File: config.mk
export PLATFORM = sky130hd
export DESIGN_NAME = stereo_resampler_dc_block
export DESIGN_NICKNAME = d
export VERILOG_FILES = /design/src/rtl/srdc_pkg.sv /design/src/rtl/stereo_resampler_dc_block.sv
export SDC_FILE = /design/constraint.sdc
export NUM_CORES = 2
export LEC_CHECK = 0
export BUFFER_PORTS_ARGS = -buffer_cell sky130_fd_sc_hd__buf_4
export CORE_MARGIN = 2
export CORE_UTILIZATION = 38
export DETAILED_ROUTE_END_ITERATION = 12
export SYNTH_ARGS = -nofsm -noshare
export SYNTH_HDL_FRONTEND = slang
export SYNTH_SLANG_ARGS = --single-unit
File: constraint.sdc
create_clock -name clk -period 6.93 [get_ports clk]
set_input_delay 1.0395 -clock clk [delete_from_list [all_inputs] [get_ports clk]]
set_output_delay 1.0395 -clock clk [all_outputs]
set_load 0.05 [all_outputs]
File: src/rtl/srdc_pkg.sv
// Shared constants, register codes and saturation helpers for the stereo resampler.
package srdc_pkg;

	// Field widths.
	localparam int SAMPLE_W = 18;
	localparam int OUT_W    = 16;
	localparam int ACC_W    = 24;
	localparam int STEP_W   = 19;
	localparam int GAIN_W   = 16;
	localparam int COEF_W   = 17;
	localparam int REM_W    = 17;
	localparam int FRAC_W   = 16;
	localparam int DIFF_W   = 26;
	localparam int WIDE_W   = 43;

	// Configuration port.
	localparam int CFG_IDX_W  = 2;
	localparam int CFG_DATA_W = 19;

	localparam logic [CFG_IDX_W-1:0] CFG_RATE_STEP    = 2'd0;
	localparam logic [CFG_IDX_W-1:0] CFG_INVERSE_STEP = 2'd1;
	localparam logic [CFG_IDX_W-1:0] CFG_OUTPUT_GAIN  = 2'd2;
	localparam logic [CFG_IDX_W-1:0] CFG_HP_COEF      = 2'd3;

	// Register values after reset.
	localparam logic [STEP_W-1:0] RATE_STEP_RST    = 19'd58134;
	localparam logic [STEP_W-1:0] INVERSE_STEP_RST = 19'd73881;
	localparam logic [GAIN_W-1:0] OUTPUT_GAIN_RST  = 16'd4096;
	localparam logic [COEF_W-1:0] HP_COEF_RST      = 17'd65489;

	// One in Q16, as a position and as a remainder.
	localparam logic [STEP_W-1:0] ONE_Q16     = 19'd65536;
	localparam logic [REM_W-1:0]  ONE_Q16_REM = 17'd65536;

	// Repeat count: the integer part of the position is three bits wide.
	localparam int REP_W = 3;
	localparam logic [REP_W-1:0] MAX_REPEATS = 3'd4;

	// Shared bit-serial multiplier: signed A times unsigned B.
	localparam int MUL_A_W   = 40;
	localparam int MUL_B_W   = 19;
	localparam int MUL_P_W   = MUL_A_W + MUL_B_W;
	localparam int MUL_CNT_W = 5;
	localparam logic [MUL_CNT_W-1:0] MUL_STEPS = 5'(MUL_B_W);

	// Saturation bounds.
	localparam int S24_MAX = 8388607;
	localparam int S24_MIN = -8388608;
	localparam int S16_MAX = 32767;
	localparam int S16_MIN = -32768;

	// Saturate a wide signed value to 24 bits.
	function automatic logic signed [ACC_W-1:0] sat24(input logic signed [WIDE_W-1:0] v);
		logic signed [ACC_W-1:0] r;
		if (v > S24_MAX) begin
			r = 24'sh7FFFFF;
		end else if (v < S24_MIN) begin
			r = 24'sh800000;
		end else begin
			r = ACC_W'(v);
		end
		return r;
	endfunction

	// Saturate a 24-bit signed value to the 16-bit output range.
	function automatic logic signed [OUT_W-1:0] sat16(input logic signed [ACC_W-1:0] v);
		logic signed [OUT_W-1:0] r;
		if (v > S16_MAX) begin
			r = 16'sh7FFF;
		end else if (v < S16_MIN) begin
			r = 16'sh8000;
		end else begin
			r = OUT_W'(v);
		end
		return r;
	endfunction

endpackage

File: src/rtl/stereo_resampler_dc_block.sv
// Stereo box-filter resampler with output gain and a DC-blocking highpass.
//
//   channel  direction  handshake              payload
//   cfg      in         cfg_valid / cfg_ready  cfg_index, cfg_data
//   in       in         in_valid / in_ready    sample_left, sample_right
//   out      out        out_valid / out_ready  out_left, out_right, last_of_run
//
// All products go through one shared multiplier that takes one bit of its
// unsigned operand per cycle. A split crossing input first computes the remainder
// and the carried part of each channel. An input that yields outputs scales each
// channel by gain and step, then runs the highpass on both channels per output
// unless it is bypassed. Reset returns the configuration registers, control state,
// accumulators and highpass state to their defaults; the next input is
// taken while the last output still waits in the output register.
module stereo_resampler_dc_block (
	input  logic                                   clk,
	input  logic                                   arst_n,
	input  logic                                   cfg_valid,
	output logic                                   cfg_ready,
	input  logic [srdc_pkg::CFG_IDX_W-1:0]         cfg_index,
	input  logic [srdc_pkg::CFG_DATA_W-1:0]        cfg_data,
	input  logic                                   in_valid,
	output logic                                   in_ready,
	input  logic signed [srdc_pkg::SAMPLE_W-1:0]   sample_left,
	input  logic signed [srdc_pkg::SAMPLE_W-1:0]   sample_right,
	output logic                                   out_valid,
	input  logic                                   out_ready,
	output logic signed [srdc_pkg::OUT_W-1:0]      out_left,
	output logic signed [srdc_pkg::OUT_W-1:0]      out_right,
	output logic                                   last_of_run
);

	// Sequencer states.
	localparam int STATE_W = 3;
	localparam logic [STATE_W-1:0] S_IDLE  = 3'd0;
	localparam logic [STATE_W-1:0] S_REM   = 3'd1;
	localparam logic [STATE_W-1:0] S_CARRY = 3'd2;
	localparam logic [STATE_W-1:0] S_GAIN  = 3'd3;
	localparam logic [STATE_W-1:0] S_SCALE = 3'd4;
	localparam logic [STATE_W-1:0] S_FILT  = 3'd5;
	localparam logic [STATE_W-1:0] S_EMIT  = 3'd6;

	// Configuration registers.
	logic [srdc_pkg::STEP_W-1:0] rate_step_q;
	logic [srdc_pkg::STEP_W-1:0] inverse_step_q;
	logic [srdc_pkg::GAIN_W-1:0] output_gain_q;
	logic [srdc_pkg::COEF_W-1:0] hp_coef_q;

	// Block state.
	logic [STATE_W-1:0]                   state_q, state_d;
	logic                                 ch_q;
	logic [srdc_pkg::REP_W-1:0]           k_q;
	logic [srdc_pkg::REP_W-1:0]           reps_q;
	logic [srdc_pkg::STEP_W-1:0]          position_q;
	logic signed [srdc_pkg::ACC_W-1:0]    acc_q [2];
	logic signed [srdc_pkg::SAMPLE_W-1:0] carry_q [2];
	logic signed [srdc_pkg::ACC_W-1:0]    held_q [2];
	logic signed [srdc_pkg::ACC_W-1:0]    prev_in_q [2];
	logic signed [srdc_pkg::ACC_W-1:0]    prev_out_q [2];
	logic signed [srdc_pkg::ACC_W-1:0]    y_q [2];
	logic signed [srdc_pkg::SAMPLE_W-1:0] smp_q [2];
	logic [srdc_pkg::REM_W-1:0]           rem_q;

	// Output register.
	logic                                 out_valid_q;
	logic signed [srdc_pkg::OUT_W-1:0]    out_left_q;
	logic signed [srdc_pkg::OUT_W-1:0]    out_right_q;
	logic                                 last_q;

	// Multiplier registers and launch controls.
	logic signed [srdc_pkg::MUL_A_W-1:0]  mul_a_q;
	logic [srdc_pkg::MUL_P_W-1:0]         mul_p_q;
	logic [srdc_pkg::MUL_CNT_W-1:0]       mul_cnt_q;
	logic                                 mul_ld;
	logic signed [srdc_pkg::MUL_A_W-1:0]  mul_ld_a;
	logic [srdc_pkg::MUL_B_W-1:0]         mul_ld_b;
	logic                                 mul_done;
	logic signed [srdc_pkg::MUL_A_W-1:0]  mul_hi;
	logic signed [srdc_pkg::MUL_A_W:0]    mul_sum;

	// Datapath terms.
	logic                                 in_fire;
	logic                                 cfg_fire;
	logic                                 out_load;
	logic                                 emit_last;
	logic                                 bypass;
	logic [srdc_pkg::STEP_W:0]            pos_sum;
	logic [srdc_pkg::STEP_W-1:0]          pos_sat;
	logic                                 pos_hit;
	logic                                 split;
	logic [srdc_pkg::REP_W-1:0]           reps_new;
	logic [srdc_pkg::COEF_W-1:0]          step_min;
	logic signed [srdc_pkg::SAMPLE_W-1:0] smp_in [2];
	logic signed [srdc_pkg::ACC_W-1:0]    acc_add [2];
	logic signed [srdc_pkg::DIFF_W-1:0]   filt_d [2];
	logic signed [srdc_pkg::ACC_W-1:0]    emit_y [2];
	logic [srdc_pkg::STEP_W-1:0]          rem_raw;
	logic [srdc_pkg::REM_W-1:0]           rem_new;
	logic signed [srdc_pkg::SAMPLE_W-1:0] carry_new;
	logic signed [srdc_pkg::ACC_W-1:0]    acc_split;
	logic signed [srdc_pkg::MUL_A_W-1:0]  gain_p;
	logic signed [30:0]                   scale_p;
	logic signed [srdc_pkg::WIDE_W-1:0]   filt_p;

	// Handshakes.
	assign cfg_ready = 1'b1;
	assign cfg_fire  = cfg_valid & cfg_ready;
	assign in_ready  = (state_q == S_IDLE);
	assign in_fire   = in_valid & in_ready;
	assign out_load  = (state_q == S_EMIT) && (!out_valid_q || out_ready);
	assign emit_last = ((k_q + srdc_pkg::REP_W'(1)) == reps_q);

	assign out_valid   = out_valid_q;
	assign out_left    = out_left_q;
	assign out_right   = out_right_q;
	assign last_of_run = last_q;

	// Position advance, split decision and repeat count.
	assign pos_sum  = {1'b0, position_q} + {1'b0, rate_step_q};
	assign pos_sat  = pos_sum[srdc_pkg::STEP_W] ? '1 : pos_sum[srdc_pkg::STEP_W-1:0];
	assign pos_hit  = (pos_sat >= srdc_pkg::ONE_Q16);
	assign split    = (pos_sat > srdc_pkg::ONE_Q16) && (rate_step_q <= srdc_pkg::ONE_Q16);
	assign reps_new = (pos_sat[18:16] > srdc_pkg::MAX_REPEATS) ? srdc_pkg::MAX_REPEATS
		: pos_sat[18:16];
	assign step_min = (rate_step_q < srdc_pkg::ONE_Q16) ? rate_step_q[srdc_pkg::COEF_W-1:0]
		: srdc_pkg::ONE_Q16_REM;
	assign bypass   = hp_coef_q[srdc_pkg::COEF_W-1];

	assign smp_in[0] = sample_left;
	assign smp_in[1] = sample_right;

	// Per-channel sums: plain accumulation, filter difference, emitted value.
	always_comb begin
		for (int c = 0; c < 2; c++) begin
			acc_add[c] = srdc_pkg::sat24(srdc_pkg::WIDE_W'(acc_q[c])
				+ srdc_pkg::WIDE_W'(smp_in[c]));
			filt_d[c]  = srdc_pkg::DIFF_W'(prev_out_q[c]) + srdc_pkg::DIFF_W'(held_q[c])
				- srdc_pkg::DIFF_W'(prev_in_q[c]);
			emit_y[c]  = bypass ? held_q[c] : y_q[c];
		end
	end

	// Views of the finished product for each use.
	assign rem_raw   = mul_p_q[34:16];
	assign rem_new   = (rem_raw > srdc_pkg::ONE_Q16) ? srdc_pkg::ONE_Q16_REM
		: rem_raw[srdc_pkg::REM_W-1:0];
	assign carry_new = mul_p_q[33:16];
	assign acc_split = srdc_pkg::sat24(srdc_pkg::WIDE_W'(acc_q[ch_q])
		+ srdc_pkg::WIDE_W'(smp_q[ch_q]) - srdc_pkg::WIDE_W'(carry_new));
	assign gain_p    = mul_p_q[srdc_pkg::MUL_A_W-1:0];
	assign scale_p   = mul_p_q[58:28];
	assign filt_p    = mul_p_q[58:16];

	// One multiplier step: add A when the low bit is set, then shift right.
	assign mul_done = (mul_cnt_q == '0);
	assign mul_hi   = mul_p_q[srdc_pkg::MUL_P_W-1:srdc_pkg::MUL_B_W];
	assign mul_sum  = {mul_hi[srdc_pkg::MUL_A_W-1], mul_hi}
		+ (mul_p_q[0] ? {mul_a_q[srdc_pkg::MUL_A_W-1], mul_a_q} : '0);

	// Sequencer: next state and multiplier launches.
	always_comb begin
		state_d  = state_q;
		mul_ld   = 1'b0;
		mul_ld_a = '0;
		mul_ld_b = '0;
		unique case (state_q)
			S_IDLE: begin
				if (in_fire) begin
					if (split) begin
						state_d  = S_REM;
						mul_ld   = 1'b1;
						mul_ld_a = srdc_pkg::MUL_A_W'(pos_sat[srdc_pkg::FRAC_W-1:0]);
						mul_ld_b = inverse_step_q;
					end else if (pos_hit) begin
						state_d  = S_GAIN;
						mul_ld   = 1'b1;
						mul_ld_a = srdc_pkg::MUL_A_W'(acc_add[0]);
						mul_ld_b = srdc_pkg::MUL_B_W'(output_gain_q);
					end
				end
			end
			S_REM: begin
				if (mul_done) begin
					state_d  = S_CARRY;
					mul_ld   = 1'b1;
					mul_ld_a = srdc_pkg::MUL_A_W'(smp_q[0]);
					mul_ld_b = srdc_pkg::MUL_B_W'(rem_new);
				end
			end
			S_CARRY: begin
				if (mul_done) begin
					mul_ld = 1'b1;
					if (!ch_q) begin
						mul_ld_a = srdc_pkg::MUL_A_W'(smp_q[1]);
						mul_ld_b = srdc_pkg::MUL_B_W'(rem_q);
					end else begin
						state_d  = S_GAIN;
						mul_ld_a = srdc_pkg::MUL_A_W'(acc_q[0]);
						mul_ld_b = srdc_pkg::MUL_B_W'(output_gain_q);
					end
				end
			end
			S_GAIN: begin
				if (mul_done) begin
					state_d  = S_SCALE;
					mul_ld   = 1'b1;
					mul_ld_a = gain_p;
					mul_ld_b = srdc_pkg::MUL_B_W'(step_min);
				end
			end
			S_SCALE: begin
				if (mul_done) begin
					if (!ch_q) begin
						state_d  = S_GAIN;
						mul_ld   = 1'b1;
						mul_ld_a = srdc_pkg::MUL_A_W'(acc_q[1]);
						mul_ld_b = srdc_pkg::MUL_B_W'(output_gain_q);
					end else if (bypass) begin
						state_d = S_EMIT;
					end else begin
						state_d  = S_FILT;
						mul_ld   = 1'b1;
						mul_ld_a = srdc_pkg::MUL_A_W'(filt_d[0]);
						mul_ld_b = srdc_pkg::MUL_B_W'(hp_coef_q);
					end
				end
			end
			S_FILT: begin
				if (mul_done) begin
					if (!ch_q) begin
						mul_ld   = 1'b1;
						mul_ld_a = srdc_pkg::MUL_A_W'(filt_d[1]);
						mul_ld_b = srdc_pkg::MUL_B_W'(hp_coef_q);
					end else begin
						state_d = S_EMIT;
					end
				end
			end
			S_EMIT: begin
				if (out_load) begin
					if (emit_last) begin
						state_d = S_IDLE;
					end else if (!bypass) begin
						state_d  = S_FILT;
						mul_ld   = 1'b1;
						mul_ld_a = srdc_pkg::MUL_A_W'(filt_d[0]);
						mul_ld_b = srdc_pkg::MUL_B_W'(hp_coef_q);
					end
				end
			end
			default: begin
				state_d = S_IDLE;
			end
		endcase
	end

	// Configuration register writes.
	always_ff @(posedge clk or negedge arst_n) begin
		if (!arst_n) begin
			rate_step_q    <= srdc_pkg::RATE_STEP_RST;
			inverse_step_q <= srdc_pkg::INVERSE_STEP_RST;
			output_gain_q  <= srdc_pkg::OUTPUT_GAIN_RST;
			hp_coef_q      <= srdc_pkg::HP_COEF_RST;
		end else if (cfg_fire) begin
			unique case (cfg_index)
				srdc_pkg::CFG_RATE_STEP:    rate_step_q    <= cfg_data;
				srdc_pkg::CFG_INVERSE_STEP: inverse_step_q <= cfg_data;
				srdc_pkg::CFG_OUTPUT_GAIN:  output_gain_q  <= cfg_data[srdc_pkg::GAIN_W-1:0];
				srdc_pkg::CFG_HP_COEF:      hp_coef_q      <= cfg_data[srdc_pkg::COEF_W-1:0];
				default: begin
				end
			endcase
		end
	end

	// Control state, accumulators and filter state.
	always_ff @(posedge clk or negedge arst_n) begin
		if (!arst_n) begin
			state_q     <= S_IDLE;
			ch_q        <= 1'b0;
			k_q         <= '0;
			mul_cnt_q   <= '0;
			out_valid_q <= 1'b0;
			position_q  <= '0;
			for (int c = 0; c < 2; c++) begin
				acc_q[c]      <= '0;
				carry_q[c]    <= '0;
				held_q[c]     <= '0;
				prev_in_q[c]  <= '0;
				prev_out_q[c] <= '0;
			end
		end else begin
			state_q <= state_d;

			// Step counter of the multiplier.
			if (mul_ld) begin
				mul_cnt_q <= srdc_pkg::MUL_STEPS;
			end else if (!mul_done) begin
				mul_cnt_q <= mul_cnt_q - srdc_pkg::MUL_CNT_W'(1);
			end

			// Channel toggles after each carry, scaling and highpass product.
			if (mul_done && (state_q == S_CARRY || state_q == S_SCALE || state_q == S_FILT)) begin
				ch_q <= ~ch_q;
			end

			// Accepted input: advance position, accumulate when not split.
			if (in_fire) begin
				position_q <= pos_hit ? srdc_pkg::STEP_W'(pos_sat[srdc_pkg::FRAC_W-1:0])
					: pos_sat;
				k_q <= '0;
				if (!split) begin
					for (int c = 0; c < 2; c++) begin
						acc_q[c]   <= acc_add[c];
						carry_q[c] <= '0;
					end
				end
			end

			// Split input: keep the carried part, accumulate the rest.
			if (state_q == S_CARRY && mul_done) begin
				carry_q[ch_q] <= carry_new;
				acc_q[ch_q]   <= acc_split;
			end

			// Scaled sum is held; the carried part starts the next sum.
			if (state_q == S_SCALE && mul_done) begin
				held_q[ch_q] <= srdc_pkg::sat24(srdc_pkg::WIDE_W'(scale_p));
				acc_q[ch_q]  <= srdc_pkg::SAMPLE_W'(0) + srdc_pkg::ACC_W'(carry_q[ch_q]);
			end

			// Highpass state update.
			if (state_q == S_FILT && mul_done) begin
				prev_in_q[ch_q]  <= held_q[ch_q];
				prev_out_q[ch_q] <= srdc_pkg::sat24(filt_p);
			end

			// Output register and repeat counter.
			if (out_load) begin
				out_valid_q <= 1'b1;
				if (!emit_last) begin
					k_q <= k_q + srdc_pkg::REP_W'(1);
				end
			end else if (out_valid_q && out_ready) begin
				out_valid_q <= 1'b0;
			end
		end
	end

	// Payload registers.
	always_ff @(posedge clk) begin
		if (mul_ld) begin
			mul_a_q <= mul_ld_a;
			mul_p_q <= {{srdc_pkg::MUL_A_W{1'b0}}, mul_ld_b};
		end else if (!mul_done) begin
			mul_p_q <= {mul_sum, mul_p_q[srdc_pkg::MUL_B_W-1:1]};
		end

		if (in_fire) begin
			smp_q[0] <= sample_left;
			smp_q[1] <= sample_right;
			reps_q   <= reps_new;
		end

		if (state_q == S_REM && mul_done) begin
			rem_q <= rem_new;
		end

		if (state_q == S_FILT && mul_done) begin
			y_q[ch_q] <= srdc_pkg::sat24(filt_p);
		end

		if (out_load) begin
			out_left_q  <= srdc_pkg::sat16(emit_y[0]);
			out_right_q <= srdc_pkg::sat16(emit_y[1]);
			last_q      <= emit_last;
		end
	end

endmodule
; Word-level counts from Yosys, hierarchy flattened
; Memory sizes are Yosys's and may differ from the RTL's.
; Cells that the tools add are included.
[classes]
muxes = 118
eq_ne = 22
n_lt_le_gt_ge = 22
bitwise_logic = 3
addsub = 12
reduce_logical = 23
[op_table]
columns = operator, count
row1 = $mux 40, 14
row2 = $mux 24, 21
row3 = $pmux 40 s7, 1
row4 = $bwmux 48, 5
row5 = $mux 48, 4
row6 = $mux 17, 8
row7 = $pmux 19 s7, 1
row8 = $mux 16, 8
row9 = $mux 19, 6
row10 = $mux 36, 3
row11 = $add 24x18->25, 3
row12 = $mux 18, 4
row13 = $sub 25x24->26, 2
row14 = $mux 3, 17
row15 = $add 24x24->25, 2
row16 = $gt 25x24->1 const B, 2
row17 = $lt 25x24->1 const B, 2
row18 = $gt 24x16->1 const B, 2
row19 = $lt 24x16->1 const B, 2
row20 = $gt 43x24->1 const B, 1
row21 = $lt 43x24->1 const B, 1
row22 = $add 41x41->41, 1
row23 = $mux 41, 1
row24 = $gt 19x17->1 const B, 2
row25 = other kinds (45), 87
[totals]
n_memories = 2
in_bits = 62
word_cells = 230
regBits = 483
output_inout_bits = 36
ram_bits = 84
[memory_table]
columns = name, words, width, read_ports, rd_ports_with_merged_regs, write_ports, line
row1 = y_q, 2, 24, 2, 0, 1, stereo_resampler_dc_block.sv:60  ; logic signed [srdc_pkg::ACC_W-1:0] y_q [2];
row2 = smp_q, 2, 18, 3, 0, 2, stereo_resampler_dc_block.sv:61  ; logic signed [srdc_pkg::SAMPLE_W-1:0] smp_q [2];

; Logic depth before layout (Yosys ltp)
[depth]
depth_word = 13
mapped_depth = 22
mapped_depth_nobuf = 17

; Least setup slack after synthesis
; OpenSTA, ideal clock, no wires.
[synth_timing]
path_type = flip-flop to flip-flop
from = reg ch_q
to = reg acc_q[12] (netlist name)
path_buffers = 5
required_time_ns = 6.804
arrival_ns = 5.813
setup_time_ns = 0.126
slack_ns = 0.991
stages_incl_launch_ff = 19
period_less_slack_ns = 5.939
cell_sequence = dfrtp_1 > clkbuf_1 > clkbuf_1 > buf_1 > buf_1 > mux2i_1 > fa_1 > inv_1 > ha_1 > and2_1 > a22o_1 > nor3_1 > a21oi_1 > a2111oi_1 > nor2b_1 > a22oi_1 > buf_2 > o31ai_1 > a221o_1
[synth_between]
elab_chain_cells = 13
elab_cells_between_ends = 23
classes_between = 2 x add/sub / 4 x order compare / 14 x mux / 1 x bitwise / 1 x reduce/logical / 1 x memory
[synth_lines]
columns = item, line
row1 = from (decl), stereo_resampler_dc_block.sv:51  ; logic ch_q;
row2 = from (signal assigned), stereo_resampler_dc_block.sv:304  ; ch_q <= ~ch_q;
row3 = $not 1->2 (not written as such), "stereo_resampler_dc_block.sv:148, stereo_resampler_dc_block.sv:323, stereo_resampler_dc_block.sv:329"
row4 = $mux 24 (not written as such) (3 in a row), stereo_resampler_dc_block.sv:148  ; assign acc_split = srdc_pkg::sat24(srdc_pkg::WIDE_W'(acc_q[ch_q])
row5 = $add 24x18->25, stereo_resampler_dc_block.sv:149  ; + srdc_pkg::WIDE_W'(smp_q[ch_q]) - srdc_pkg::WIDE_W'(carry_new));
row6 = $sub 25x18->26, stereo_resampler_dc_block.sv:149
row7 = $lt 26x24->1, srdc_pkg.sv:57  ; end else if (v < S24_MIN) begin
row8 = $mux 24, srdc_pkg.sv:57
row9 = $mux 24, srdc_pkg.sv:55  ; if (v > S24_MAX) begin
row10 = $bwmux 48, stereo_resampler_dc_block.sv:323  ; acc_q[ch_q] <= acc_split;
row11 = $mux 48, stereo_resampler_dc_block.sv:321  ; if (state_q == S_CARRY && mul_done) begin
row12 = $bwmux 48, stereo_resampler_dc_block.sv:329  ; acc_q[ch_q] <= srdc_pkg::SAMPLE_W'(0) + srdc_pkg::ACC_W'(carry_q[ch_q]);
row13 = $mux 48 *, stereo_resampler_dc_block.sv:327  ; if (state_q == S_SCALE && mul_done) begin
row14 = "to (signal, indexed assignment)", stereo_resampler_dc_block.sv:314  ; acc_q[c] <= acc_add[c];
row15 = "to (signal, indexed assignment)", stereo_resampler_dc_block.sv:323
row16 = "to (signal, indexed assignment)", stereo_resampler_dc_block.sv:329
row17 = to (decl), stereo_resampler_dc_block.sv:55  ; logic signed [srdc_pkg::ACC_W-1:0] acc_q [2];
; Mark *: on every way between the ends. The rest lies on a longest branch, timed or not. The select of a mux whose other input is x is not followed.
; A chain may end at the register's enable or synchronous reset.

; Final worst setup path
; Same ends and word-level chain as after synthesis.

==> results.json <==
{
  "cts.sinks": 567,
  "synth_enable_flop_cells": 196,
  "worst_path_max_delay_cell": "mux2i_1",
  "fin_crit_sh_pct": 87.1,
  "start_util_pct": 38.2,
  "setup_ws_ns": 0.892,
  "cts_buffers": 67,
  "synth_warnings": 0,
  "skew_ns": 0.0293,
  "r2r_start": "ch_q",
  "syn_avg_cell_area_um2": 9.30,
  "utilization_pct": 43.2,
  "ys_async_sr_fraction_pct": 58.4,
  "layout_common_cells": "nand2_1 (458), o21ai_0 (373), inv_1 (320), dfrtp_1 (302), a21oi_1 (301)",
  "min_period_ns": 6.04,
  "cp_common_cell": "inv_1",
  "cp.arrival_ns": 6.54,
  "place_hpwl_mm": 93.3,
  "netlist_instances": 3901,
  "overflow": 0,
  "multi_input_area_um2": 19400,
  "fin_setup_tns_ns": 0,
  "finalInstanceArea_um2": 41000,
  "worstHoldPathType": "in -> async",
  "ant_nets": 0,
  "place.gp.congestion": 0.955,
  "hold_violations": 0,
  "cts_resized": 0,
  "antenna_found_initial": 1,
  "wl_per_cell_um": 23.9,
  "area_growth_pct": 13.0,
  "pre_cts_slack_ns": 0.974,
  "ys.flop_type": "dfrtp_1",
  "worstPathMaxFanout": 34,
  "vias": 30400,
  "drive_above_1_share_pct": 11.2,
  "cp_cell_sequence": "mux2i_1 > fa_1 > inv_1 > ha_1 > and2_1 > a22o_1 > nor3_1 > a21oi_1 > a2111oi_1 > nand2_1 > o22a_1 > inv_1 > o31ai_1 > a221o_1",
  "synth-seq-area-share_pct": 41.4,
  "synth_top_family_by_area": "compound AO/OA/AOI/OAI gates",
  "drv_slew": 0,
  "portBuffers": 96,
  "netlist_area_um2": 36300,
  "ys_types": 85,
  "grt_first_pass_wirelength_mm": 188,
  "final-setup-viol-count": 0,
  "rows": 113,
  "cap_violations": 0,
  "reg2reg_slack_ns": 0.89,
  "die_x_um": 313,
  "insertion_delay_ns": 0.64,
  "clkTransAtPathRegs_ns": 0.06,
  "top_level_ports": 98,
  "placed_area_um2": 38500,
  "fmax_mhz": 166,
  "n_antenna_cell": 0,
  "worst_pin_slew_ns": 1.24,
  "dr.pass1.iters": 6,
  "area.sequential_um2": 15000,
  "grt_max_degree": 141,
  "muxShareOfSynthArea_pct": 5.18,
  "vias_per_cell": 5.76,
  "core_um2": 94900,
  "remaining_drc_errors": 0,
  "cts_buffer_depth": 3,
  "worstReg2RegEnd": "acc_q[12]",
  "synth_xor_area_share_pct": 3.43,
  "layout.cells.most_common": "nand2_1",
  "max_stage_delay_ns": 0.93,
  "die_area_um2": 98000,
  "rsz0062_at_grt": "false",
  "drt_iter0_drc": 3172,
  "cts_root_buf": "clkbuf_16",
  "cts_setup_buffers": 0,
  "cp-start-kind": "register",
  "synthSimpleGateAreaFrac_pct": 13.3,
  "cp-end-kind": "register",
  "crit_family": "compound AO/OA/AOI/OAI gates",
  "fill_cells": 9243,
  "drt_wl_total_mm": 126,
  "path_class": "reg -> reg",
  "syn_nets": 4226,
  "cp_data_required_time_ns": 7.43,
  "r2r_cells": 14,
  "ys_ff_latch": 567,
  "synth_compound_area_share_pct": 20.6,
  "grt.total_usage_pct": 25.4,
  "die_h_um": 313,
  "path_buf_inv": 2,
  "cts.htree.levels": 3,
  "first_global_vias": 29000,
  "final_nets": 4276,
  "relSlewSlack_pct": 17.2,
  "hold_buffers": 0,
  "cts_tree": "built",
  "status": "complete, no violations",
  "synth_fa_ha_area_share_pct": 10.6
}
-- cells in the mapped netlist (14+ instances only) --
cell	n	area [µm²]
nand2b_1	37	231
o21bai_1	21	158
a211oi_1	36	270
nor4_1	28	175
ha_1	187	2340
mux2_2	87	980
a22oi_1	21	158
a221oi_1	36	315
and2_1	68	425
xor2_1	54	473
inv_1	322	1210
edfxtp_1	196	5890
or3_1	18	113
clkbuf_1	158	593
a221o_1	20	200
o21ai_0	373	1870
a21oi_1	301	1510
fa_1	76	1520
a211o_1	27	236
nand2_1	459	1720
buf_1	14	52.6
nor2_1	192	721
dfstp_2	27	709
xnor2_1	88	771
nand3_1	72	360
o21a_1	22	165
a21o_1	108	811
a31oi_1	36	225
buf_2	18	90.1
nand4_1	27	169
mux2i_1	90	901
nor2b_1	20	125
dfxtp_1	40	801
nor3_1	53	265
and3_1	24	150
o211ai_1	25	188
dfrtp_1	304	7610
a32oi_1	16	140
-- per-layer routing --
layer | share of wire [%] | up-vias | track usage (%)
li1 | - | 14100 | -
met1 | 45 | 14800 | 36.4
met2 | 43 | 1249 | 38.2
met3 | 8.3 | 219 | 4.88
met4 | 3.7 | 2 | 8.66
met5 | 0.010 | - | 0
-- how the worst max path moves through the flow --
stage               start  slack, ns   endpoint  depth (start not counted)
global placement     ch_q       1.09  acc_q[26]                         15
global route         ch_q       0.50  acc_q[34]                         14
detailed placement   ch_q       0.97  acc_q[26]                         15
CTS                  ch_q       0.97  acc_q[26]                         15
floorplan            ch_q       0.99  acc_q[12]                         18
finish               ch_q       0.89  acc_q[12]                         14
-- worst register-to-register path, delay by kind of cell, from the launching register on --
kind                     cells  cell delay (ns)
AO/OA/AOI/OAI                6             2.27
multiplexers                 1             0.96
adder cells (fa/ha/maj)      2             0.85
flip-flops                   1             0.80
AND/OR/NAND/NOR              3             0.71
buffers and inverters        2             0.34
-- cell type report --
cell class | count | area share, %
Multi-Input combinational cell | 2815 | 47.3
Sequential cell | 567 | 36.6
Clock buffer | 85 | 4.68
Tap cell | 1265 | 3.86
Timing Repair Buffer | 175 | 3.28
Inverter | 325 | 2.98
Clock inverter | 37 | 1.31
-- logic make-up after synthesis --
logic type | Yosys count
flops | 567
simple gates | 1047
xor+xnor | 142
mux | 177
fa+ha+maj | 263
other cells | 1
compound gates | 1185
buf+inv | 519
-- sequential cells by signal, indices dropped and copies added, names as in the netlist, 3 cells and up --
register and flops:
mul_a_q 40, inverse_step_q 19, rem_q 17, reps_q 3, prev_in_q 48, mul_p_q 59
out_right 16, smp_q 36, carry_q 36, position_q 19, mul_cnt_q 5, held_q 48
output_gain_q 16, k_q 3, out_left 16, rate_step_q 19, acc_q 48, y_q 48
hp_coef_q 17, state_q 3, prev_out_q 48
-- stage by stage --
| step | cells | hold WS (ns) |
|---|---|---|
| 6_report | 5269 | 0.390 |
| 5_1_grt | 5269 | 0.420 |
| 4_1_cts | 5269 | 0.402 |
| 3_5_place_dp | 5147 | 0.470 |
| 3_3_place_gp | 5147 | 0.462 |
| 2_1_floorplan | 3901 | 0.445 |
Power is not shown: default switching activity piles up to over one toggle a cycle in this logic, so the estimate is an artifact.
